$ cat src/sv/plr_pkg.sv
// Package for the printer link packet receiver.
// Holds link constants, command codes, status masks and the shared types.
// No dependencies.
`default_nettype none

package plr_pkg;

	// link framing bytes
	localparam logic [7:0] SYNC1_BYTE     = 8'h88;
	localparam logic [7:0] SYNC2_BYTE     = 8'h33;
	localparam logic [7:0] PRINT_END_BYTE = 8'h03;

	// fixed command codes
	localparam logic [7:0] CMD_INIT   = 8'h01;
	localparam logic [7:0] CMD_PRINT  = 8'h02;
	localparam logic [7:0] CMD_DATA   = 8'h04;
	localparam logic [7:0] CMD_BREAK  = 8'h08;
	localparam logic [7:0] CMD_STATUS = 8'h0F;

	// status bits
	localparam logic [7:0] STATUS_BUSY_MASK = 8'h02;
	localparam logic [7:0] STATUS_FULL_MASK = 8'h04;

	// configuration registers
	localparam int unsigned HOLD_W    = 24;
	localparam int unsigned CFG_IDX_W = 2;
	localparam logic [CFG_IDX_W-1:0] CFG_DEVICE_ID  = 2'd0;
	localparam logic [CFG_IDX_W-1:0] CFG_XFER_OPC   = 2'd1;
	localparam logic [CFG_IDX_W-1:0] CFG_BUSY_HOLD  = 2'd2;
	localparam logic [7:0]        DEVICE_ID_RESET = 8'd129;
	localparam logic [7:0]        XFER_OPC_RESET  = 8'd16;
	localparam logic [HOLD_W-1:0] BUSY_HOLD_RESET = 24'd100000; // busy hold, counted in ticks

	// result kinds
	typedef enum logic [2:0] {
		KIND_REPLY   = 3'd0,
		KIND_CMD     = 3'd1,
		KIND_FWD     = 3'd2,
		KIND_SINK_RST = 3'd3,
		KIND_COMMIT  = 3'd4
	} kind_t;

	// command class
	typedef enum logic [2:0] {
		CL_INIT     = 3'd0,
		CL_PRINT    = 3'd1,
		CL_DATA     = 3'd2,
		CL_BREAK    = 3'd3,
		CL_STATUS   = 3'd4,
		CL_TRANSFER = 3'd5,
		CL_OTHER    = 3'd6
	} cls_t;

	typedef struct packed {
		kind_t      kind;
		logic [7:0] value;
		logic       last;
	} result_t;

	// up to three results caused by one link byte
	typedef struct packed {
		logic [1:0]        cnt;
		result_t [2:0]     item;
	} bundle_t;

	typedef struct packed {
		logic [7:0]        device_id;
		logic [7:0]        xfer_opc;
		logic [HOLD_W-1:0] busy_hold;
	} cfg_t;

	// fixed codes take priority over the configurable transfer code
	function automatic cls_t classify(input logic [7:0] c, input logic [7:0] xfer);
		cls_t r;
		if (c == CMD_INIT)        r = CL_INIT;
		else if (c == CMD_PRINT)  r = CL_PRINT;
		else if (c == CMD_DATA)   r = CL_DATA;
		else if (c == CMD_BREAK)  r = CL_BREAK;
		else if (c == CMD_STATUS) r = CL_STATUS;
		else if (c == xfer)       r = CL_TRANSFER;
		else                      r = CL_OTHER;
		return r;
	endfunction

endpackage

`default_nettype wire

$ cat src/sv/plr_core.sv
// Packet phase machine of the printer link receiver: state registers and
// the per-byte result bundle. Depends on plr_pkg.
`default_nettype none

module plr_core #(
	parameter int unsigned TIMER_BITS = 24
) (
	input  wire                 clk,
	input  wire                 arst_n,
	input  wire                 step,      // link byte processed this cycle
	input  wire                 tick,      // timer tick processed this cycle
	input  wire  [7:0]          rx_byte,
	input  plr_pkg::cfg_t       cfg,
	output plr_pkg::bundle_t    bundle
);
	import plr_pkg::*;

	localparam int unsigned CMP_W = (TIMER_BITS > HOLD_W) ? TIMER_BITS : HOLD_W;

	typedef enum logic [10:0] {
		PH_SYNC1  = 11'b000_0000_0001,
		PH_SYNC2  = 11'b000_0000_0010,
		PH_CMD    = 11'b000_0000_0100,
		PH_COMP   = 11'b000_0000_1000,
		PH_LENLO  = 11'b000_0001_0000,
		PH_LENHI  = 11'b000_0010_0000,
		PH_DATA   = 11'b000_0100_0000,
		PH_CK1    = 11'b000_1000_0000,
		PH_CK2    = 11'b001_0000_0000,
		PH_DEVID  = 11'b010_0000_0000,
		PH_STATUS = 11'b100_0000_0000
	} phase_t;

	phase_t                phase_q, phase_d;
	logic [7:0]            cmd_q, cmd_d;
	logic [7:0]            rep_q, rep_d;
	logic [7:0]            pend_q, pend_d;
	logic [15:0]           len_q, len_d;
	logic [15:0]           count_q, count_d;
	logic                  commit_q, commit_d;
	logic [TIMER_BITS-1:0] timer_q, timer_d;

	logic [15:0]  len_full;
	logic [15:0]  count_inc;
	cls_t         byte_cls;
	cls_t         cmd_cls;
	logic [1:0]   ev_cnt;
	result_t [2:0] ev;
	logic [7:0]   reply;
	logic         hold_over;

	assign byte_cls  = classify(rx_byte, cfg.xfer_opc);
	assign cmd_cls   = classify(cmd_q, cfg.xfer_opc);
	assign len_full  = {rx_byte, len_q[7:0]};
	assign count_inc = count_q + 16'd1;
	assign hold_over = CMP_W'(timer_q) > CMP_W'(cfg.busy_hold);

	// next state and sink events for one link byte
	always_comb begin
		phase_d  = phase_q;
		cmd_d    = cmd_q;
		rep_d    = rep_q;
		pend_d   = pend_q;
		len_d    = len_q;
		count_d  = count_q;
		commit_d = commit_q;
		ev_cnt   = 2'd0;
		ev       = '0;
		reply    = 8'd0;
		case (phase_q)
			PH_SYNC1: begin
				commit_d = 1'b0;
				phase_d  = (rx_byte == SYNC1_BYTE) ? PH_SYNC2 : PH_SYNC1;
			end
			PH_SYNC2: begin
				phase_d = (rx_byte == SYNC2_BYTE) ? PH_CMD : PH_SYNC1;
			end
			PH_CMD: begin
				cmd_d   = rx_byte;
				phase_d = PH_COMP;
				rep_d   = pend_q;
				ev[0]   = '{kind: KIND_CMD, value: rx_byte, last: 1'b0};
				ev_cnt  = 2'd1;
				case (byte_cls)
					CL_INIT: begin
						rep_d  = 8'd0;
						pend_d = 8'd0;
						ev[1]  = '{kind: KIND_FWD, value: rx_byte, last: 1'b0};
						ev_cnt = 2'd2;
					end
					CL_PRINT: begin
						if ((pend_q & STATUS_FULL_MASK) != 8'd0)
							pend_d = pend_q | STATUS_BUSY_MASK;
						ev[1]  = '{kind: KIND_FWD, value: rx_byte, last: 1'b0};
						ev_cnt = 2'd2;
					end
					CL_DATA, CL_TRANSFER: begin
						ev[1]  = '{kind: KIND_FWD, value: rx_byte, last: 1'b0};
						ev_cnt = 2'd2;
					end
					CL_BREAK: begin
						rep_d  = 8'd0;
						pend_d = 8'd0;
						ev[1]  = '{kind: KIND_SINK_RST, value: 8'd0, last: 1'b0};
						ev_cnt = 2'd2;
					end
					CL_STATUS: begin
						if (((pend_q & STATUS_BUSY_MASK) != 8'd0) && hold_over)
							pend_d = pend_q & ~STATUS_BUSY_MASK;
					end
					default: begin
						phase_d = PH_SYNC1;
					end
				endcase
			end
			PH_COMP: begin
				phase_d = PH_LENLO;
				if (cmd_cls == CL_DATA) begin
					ev[0]  = '{kind: KIND_FWD, value: rx_byte, last: 1'b0};
					ev_cnt = 2'd1;
				end
			end
			PH_LENLO: begin
				len_d   = {8'd0, rx_byte};
				phase_d = PH_LENHI;
			end
			PH_LENHI: begin
				len_d   = len_full;
				count_d = 16'd0;
				phase_d = (len_full == 16'd0) ? PH_CK1 : PH_DATA;
				if (cmd_cls == CL_DATA && len_full == 16'd0)
					pend_d = pend_q | STATUS_FULL_MASK;
				if (cmd_cls == CL_DATA || cmd_cls == CL_TRANSFER || cmd_cls == CL_PRINT) begin
					ev[0]  = '{kind: KIND_FWD, value: len_q[7:0], last: 1'b0};
					ev[1]  = '{kind: KIND_FWD, value: rx_byte, last: 1'b0};
					ev_cnt = 2'd2;
				end
			end
			PH_DATA: begin
				count_d = count_inc;
				if (count_inc == len_q)
					phase_d = PH_CK1;
				ev[0]  = '{kind: KIND_FWD, value: rx_byte, last: 1'b0};
				ev_cnt = 2'd1;
				if (cmd_cls == CL_PRINT)
					commit_d = (count_inc == 16'd2) && (rx_byte == PRINT_END_BYTE);
				else
					commit_d = (cmd_cls == CL_TRANSFER);
			end
			PH_CK1: begin
				phase_d = PH_CK2;
			end
			PH_CK2: begin
				phase_d = PH_DEVID;
				reply   = cfg.device_id;
			end
			PH_DEVID: begin
				phase_d = PH_STATUS;
				reply   = rep_q;
			end
			PH_STATUS: begin
				phase_d = PH_SYNC1;
				if (commit_q) begin
					ev[0]    = '{kind: KIND_COMMIT, value: 8'd0, last: 1'b0};
					ev_cnt   = 2'd1;
					commit_d = 1'b0;
				end
			end
			default: begin
				phase_d = PH_SYNC1;
			end
		endcase
	end

	// print command clears the timer, ticks count up and saturate
	always_comb begin
		timer_d = timer_q;
		if (step && phase_q == PH_CMD && byte_cls == CL_PRINT)
			timer_d = '0;
		else if (tick && timer_q != '1)
			timer_d = timer_q + TIMER_BITS'(1);
	end

	// events first, reply byte last
	always_comb begin
		bundle.cnt = ev_cnt + 2'd1;
		for (int i = 0; i < 3; i++) begin
			if (2'(i) < ev_cnt)
				bundle.item[i] = ev[i];
			else if (2'(i) == ev_cnt)
				bundle.item[i] = '{kind: KIND_REPLY, value: reply, last: 1'b1};
			else
				bundle.item[i] = '0;
		end
	end

	// state registers
	always_ff @(posedge clk or negedge arst_n) begin
		if (!arst_n) begin
			phase_q  <= PH_SYNC1;
			cmd_q    <= 8'd0;
			rep_q    <= 8'd0;
			pend_q   <= 8'd0;
			len_q    <= 16'd0;
			count_q  <= 16'd0;
			commit_q <= 1'b0;
			timer_q  <= '0;
		end else begin
			timer_q <= timer_d;
			if (step) begin
				phase_q  <= phase_d;
				cmd_q    <= cmd_d;
				rep_q    <= rep_d;
				pend_q   <= pend_d;
				len_q    <= len_d;
				count_q  <= count_d;
				commit_q <= commit_d;
			end
		end
	end

endmodule

`default_nettype wire

$ cat src/sv/printer_link_packet_receiver_top.sv
// Top level of the printer link packet receiver: input register, config
// registers, result buffer and output stream. Depends on plr_pkg, plr_core.
//
//  Channel   Signals                     Carries
//  s_axis    tvalid tready tdata tuser   link byte (tdata) / operation (tuser)
//  m_axis    tvalid tready tdata tuser   value (tdata), kind (tuser), last
//            tlast
//  cfg       cfg_wen cfg_index cfg_data  device id, transfer opcode, busy hold
//
// A link byte is held in the input register, then its 1 to 3 results
// drain from the result buffer at one per cycle while m_axis is ready.
// The next byte is loaded while the last result of the previous one is
// transferred. Reset is asynchronous, active low, and puts the receiver in
// sync hunting. A stalled output holds the buffer; ticks still pass.
`default_nettype none

module printer_link_packet_receiver_top #(
	parameter int unsigned TIMER_BITS = 24
) (
	input  wire                            clk,
	input  wire                            arst_n,
	input  wire                            s_axis_tvalid,
	output logic                           s_axis_tready,
	input  wire  [7:0]                     s_axis_tdata,  // [7:0] rx_byte
	input  wire                            s_axis_tuser,  // [0] operation
	output logic                           m_axis_tvalid,
	input  wire                            m_axis_tready,
	output logic [7:0]                     m_axis_tdata,  // [7:0] value
	output logic [2:0]                     m_axis_tuser,  // [2:0] kind
	output logic                           m_axis_tlast,
	input  wire                            cfg_wen,
	input  wire  [plr_pkg::CFG_IDX_W-1:0]  cfg_index,
	input  wire  [plr_pkg::HOLD_W-1:0]     cfg_data
);
	import plr_pkg::*;

	logic          valid_s1;
	logic          op_s1;
	logic [7:0]    byte_s1;
	cfg_t          cfg_q;
	bundle_t       bundle;
	result_t [2:0] res_s2;
	logic [1:0]    n_q;
	logic [1:0]    pos_q;
	logic          buf_free;
	logic          advance;
	logic          out_take;
	logic          last_take;

	// handshake control
	assign out_take      = m_axis_tvalid && m_axis_tready;
	assign last_take     = out_take && ((pos_q + 2'd1) == n_q);
	assign buf_free      = (n_q == 2'd0) || last_take;
	assign advance       = valid_s1 && (op_s1 || buf_free);
	assign s_axis_tready = !valid_s1 || advance;

	// input register
	always_ff @(posedge clk or negedge arst_n) begin
		if (!arst_n) begin
			valid_s1 <= 1'b0;
		end else if (s_axis_tready) begin
			valid_s1 <= s_axis_tvalid;
		end
	end

	always_ff @(posedge clk) begin
		if (s_axis_tready && s_axis_tvalid) begin
			op_s1   <= s_axis_tuser;
			byte_s1 <= s_axis_tdata;
		end
	end

	// configuration registers
	always_ff @(posedge clk or negedge arst_n) begin
		if (!arst_n) begin
			cfg_q.device_id <= DEVICE_ID_RESET;
			cfg_q.xfer_opc  <= XFER_OPC_RESET;
			cfg_q.busy_hold <= BUSY_HOLD_RESET;
		end else if (cfg_wen) begin
			case (cfg_index)
				CFG_DEVICE_ID: cfg_q.device_id <= cfg_data[7:0];
				CFG_XFER_OPC:  cfg_q.xfer_opc  <= cfg_data[7:0];
				CFG_BUSY_HOLD: cfg_q.busy_hold <= cfg_data;
				default: ;
			endcase
		end
	end

	plr_core #(
		.TIMER_BITS(TIMER_BITS)
	) u_core (
		.clk    (clk),
		.arst_n (arst_n),
		.step   (advance && !op_s1),
		.tick   (advance && op_s1),
		.rx_byte(byte_s1),
		.cfg    (cfg_q),
		.bundle (bundle)
	);

	// result buffer: count and read position
	always_ff @(posedge clk or negedge arst_n) begin
		if (!arst_n) begin
			n_q   <= 2'd0;
			pos_q <= 2'd0;
		end else if (advance && !op_s1) begin
			n_q   <= bundle.cnt;
			pos_q <= 2'd0;
		end else if (last_take) begin
			n_q   <= 2'd0;
			pos_q <= 2'd0;
		end else if (out_take) begin
			pos_q <= pos_q + 2'd1;
		end
	end

	always_ff @(posedge clk) begin
		if (advance && !op_s1)
			res_s2 <= bundle.item;
	end

	// output stream
	assign m_axis_tvalid = (n_q != 2'd0);
	assign m_axis_tdata  = res_s2[pos_q].value;
	assign m_axis_tuser  = res_s2[pos_q].kind;
	assign m_axis_tlast  = res_s2[pos_q].last;

	// read position stays inside the loaded results
	a_pos_in_range: assert property (@(posedge clk) disable iff (!arst_n)
		(n_q != 2'd0) |-> (pos_q < n_q))
		else $error("result read position past loaded count");

	// the reply marked last is the final entry of the buffer
	a_last_final: assert property (@(posedge clk) disable iff (!arst_n)
		m_axis_tvalid |-> (m_axis_tlast == ((pos_q + 2'd1) == n_q)))
		else $error("last flag not on final result");

	// a new byte never overwrites results still waiting
	a_no_overwrite: assert property (@(posedge clk) disable iff (!arst_n)
		(advance && !op_s1 && n_q != 2'd0) |-> last_take)
		else $error("result buffer overwritten");

	// an empty buffer with no byte loading stays empty
	a_empty_holds: assert property (@(posedge clk) disable iff (!arst_n)
		(n_q == 2'd0 && !(advance && !op_s1)) |=> (n_q == 2'd0))
		else $error("results appeared without a byte");

endmodule

`default_nettype wire

$ cat config.mk
export PLATFORM = sky130hd
export DESIGN_NAME = printer_link_packet_receiver_top
export DESIGN_NICKNAME = d
export VERILOG_FILES = /design/src/sv/plr_pkg.sv /design/src/sv/plr_core.sv /design/src/sv/printer_link_packet_receiver_top.sv
export SDC_FILE = /design/constraint.sdc
export NUM_CORES = 1
export LEC_CHECK = 0
export ABC_AREA = 1
export CAP_MARGIN = 10
export CORE_ASPECT_RATIO = 1.2
export CORE_MARGIN = 8
export CORE_UTILIZATION = 35
export CTS_BUF_LIST = sky130_fd_sc_hd__clkbuf_8
export CTS_CLUSTER_DIAMETER = 120
export DETAILED_ROUTE_END_ITERATION = 10
export DONT_BUFFER_PORTS = 1
export HOLD_SLACK_MARGIN = 0.02
export PLACE_DENSITY = 0.61
export SETUP_SLACK_MARGIN = 0.02
export SLEW_MARGIN = 25
export SYNTH_ARGS = -nofsm -noshare
export SYNTH_HDL_FRONTEND = slang
export SYNTH_SLANG_ARGS = --single-unit
$ cat constraint.sdc
create_clock -name clk -period 4.4 [get_ports clk]
set_input_delay 0.22 -clock clk [delete_from_list [all_inputs] [get_ports clk]]
set_output_delay 0.22 -clock clk [all_outputs]
set_load 0.03 [all_outputs]
==> flow_metrics.tcl <==
set metrics [dict create \
    cp_slowest_cell "nand2_1" \
    final_nets 1375 \
    layout-drive-gt1-share_pct 7.29 \
    worstSetupEndpointType "register" \
    post_drt_via_cell_ratio 4.96 \
    rsz0062_at_grt "false" \
    crit_buf_inv 2 \
    vias 8438 \
    rows 67 \
    power-per-cell-area_nw_per_um2 376 \
    numClockSinks 167 \
    start_util_pct 35.4 \
    drcViolationCount 0 \
    clk_pin_slew_ns 0.08 \
    start_kind "register" \
    ys_ff_latch 167 \
    ys_types 48 \
    rrSetupSlack_ns 1.13 \
    critical_path.top_delay_family "simple AND/OR/NAND/NOR gates" \
    maxCapViolations 0 \
    synth_area_leader_cell "dfrtp_1" \
    port_buffers 0 \
    yosysMostFrequentCell "nand2_1" \
    crit_fanout 20 \
    grt-ovfl-total 0 \
    cts_tree "built" \
    fmax_mhz 306 \
    tns_ns 0 \
    antenna_found_initial 5 \
    slowest_delay_ns 0.49 \
    nFillCells 2837 \
    numCtsBuffers 17 \
    grt_max_degree 127 \
    critPathKind "register to register" \
    dp_hpwl_um 20200 \
    wl_um 26400 \
    setup_ws_ns 1.13 \
    synth_area_per_cell_sq_um 7.71 \
    syn_to_final_growth_pct 11.6 \
    drtAntennaViolNets 0 \
    synth_common_cells "nand2_1 (309), inv_1 (188), nor2_1 (136)" \
    synthTopCellsByArea "dfrtp_1 (30%), edfxtp_1 (13%), nand2_1 (12%), inv_1 (7.2%), nor2_1 (5.2%)" \
    die_x_um 169 \
    cp_data_arrival_time_ns 3.58 \
    leakage_uw 0.00527 \
    synth_edf_count 41 \
    yosysSeqAreaShare_pct 44.7 \
    grt_first_pass_wirelength_um 43500 \
    ir_drop_mv 0.170 \
    whs_ns 0.0898 \
    dr.pass1.iters 5 \
    outcome "completed" \
    min_period_over_period_pct 74.2 \
    grt_pass1_vias 8467 \
    io_pins 54 \
    worst_skew_pair.late_latency_ns 0.47 \
    final_cells 1700 \
    track_usage_pct 16.3 \
    relSlewSlack_pct 27.0 \
    ctsRootBufferMaster "clkbuf_8" \
    clockBufferDepth 2 \
    core_area_sq_um 27700 \
    final.setup_skew_ns 0.0176 \
    synth_ff_type "dfrtp_1" \
    synthArstFlopShare_pct 75.4 \
    place_inst 1627 \
    die_y_um 200 \
    synth_area_sq_um 9830 \
    place.gp.congestion 0.903 \
    drt_iter0_drc 559 \
    htreeDepth 4 \
    synth_cells 1274 \
    tightest_slew_ns 1.09 \
    crit_top_cell "inv_1" \
    min_path_type "input pin to register" \
    synth_warnings 0 \
    yosys.area.top_type_share_pct 29.5 \
    crit_required_ns 4.71 \
    die_area_sq_um 33700 \
    pre_cts_ws_ns 1.22 \
    routedWlPerCell_um 15.5 \
    setup_viol 0 \
    final-hold-violation-count 0 \
    finalMaxSlewViolations 0 \
    crit_chain "nor3_2 -> nand3_1 -> nor2_2 -> nand2_1 -> nand2_4 -> inv_1 -> ha_1 -> a31oi_4 -> inv_1 -> a21oi_2" \
    period_needed_ns 3.27 \
    syn_nets 1346 \
]
-- where the power goes --
| group | switching, uW | internal [uW] |
|---|---|---|
| Sequential | 177 | 1780 |
| Combinational | 736 | 298 |
| Clock | 560 | 579 |
| Total | 1470 | 2650 |
-- layout make-up --
| cell class | instances | area, sq um | share of cell area [%] |
|---|---|---|---|
| Clock inverter | 13 | 140 | 1.28 |
| Antenna cell | 5 | 12.5 | 0.114 |
| Sequential cell | 167 | 4400 | 40.1 |
| Multi-Input combinational cell | 880 | 4540 | 41.4 |
| Inverter | 199 | 747 | 6.81 |
| Tap cell | 379 | 474 | 4.32 |
| Timing Repair Buffer | 38 | 393 | 3.58 |
| Clock buffer | 19 | 262 | 2.38 |
-- through the flow --
| stage | power, uW | util (%) | instance area (sq um) |
|---|---|---|---|
| floorplan | 2730 | - | 9830 |
| global placement | 2950 | 36.6 | 10200 |
| detailed placement | 2960 | 36.6 | 10200 |
| CTS | 4160 | 39.4 | 10900 |
| global route | 4390 | 39.5 | 11000 |
| finish | 4130 | 39.5 | 11000 |
-- worst min-delay path, stage by stage --
cell     delay [ns]
nand2_1        0.10
inv_1          0.07
nand3_1        0.06
o22ai_1        0.06
-- layout by cell type (no fill, tap or decap), drive strengths merged, types with 3 or more instances in the layout --
master	Yosys	routed
a21oi	39	39
buf	13	3
bufinv	0	3
clkbuf	15	19
clkinv	2	4
dfrtp	116	116
dfstp	10	10
diode	0	5
dlygate4sd3	0	35
edfxtp	41	41
ha	32	32
inv	197	203
nand2	326	326
nand3	82	82
nand3b	4	4
nand4	48	48
nor2	148	148
nor3	28	28
nor4	7	7
o21a	4	4
o21ai	83	83
o22ai	27	27
o31ai	9	9
or2	3	3
xnor2	11	11
xor2	17	17
-- layer usage --
metal	global-route usage, %	wire, um	vias to the layer above
met5	0	0	-
met1	19.5	11600	3988
met4	8.25	1010	0
met2	27.2	12700	187
li1	-	-	4215
met3	3.56	1070	48
-- what timing repair did --
action	in CTS	in global routing
hold buffers	36	0
buffers inserted	0	0
resized for setup	0	0
hold endpoints to repair	174	0
-- state kept, by name, summed over array words and instances (netlist names), 2 cells and up --
name / cells
n_q: 2
u_core.rep_q: 3
u_core.phase_q: 11
u_core.pend_q: 2
res_s2: 32
cfg_q: 40
u_core.timer_q: 24
pos_q: 2
u_core.count_q: 16
byte_s1: 8
u_core.len_q: 16
u_core.cmd_q: 8
-- cells by family after synthesis --
logic type / share of synthesized area [%]
buffers and inverters: 9.17
AO/OA/AOI/OAI: 9.82
adder cells (fa/ha/maj): 4.07
AND/OR/NAND/NOR: 29.5
XOR/XNOR: 2.72
flip-flops: 44.7
-- final timing paths --
kind,cells past startpoint,startpoint,to
max,10,u_core.phase_q[9]$_DFFE_PN0P_,res_s2[10]$_SDFFCE_PP0P_
min,4,m_axis_tready,pos_q[1]$_DFFE_PN0P_
max reg2reg,10,u_core.phase_q[9]$_DFFE_PN0P_,res_s2[10]$_SDFFCE_PP0P_
min reg2reg,2,u_core.phase_q[0]$_DFFE_PN1P_,u_core.phase_q[0]$_DFFE_PN1P_
max in group asynchronous,2,arst_n,u_core.phase_q[6]$_DFFE_PN0P_
min in group asynchronous,2,arst_n,cfg_q[2]$_DFFE_PN0P_
Power figures use the tool's default switching activity.
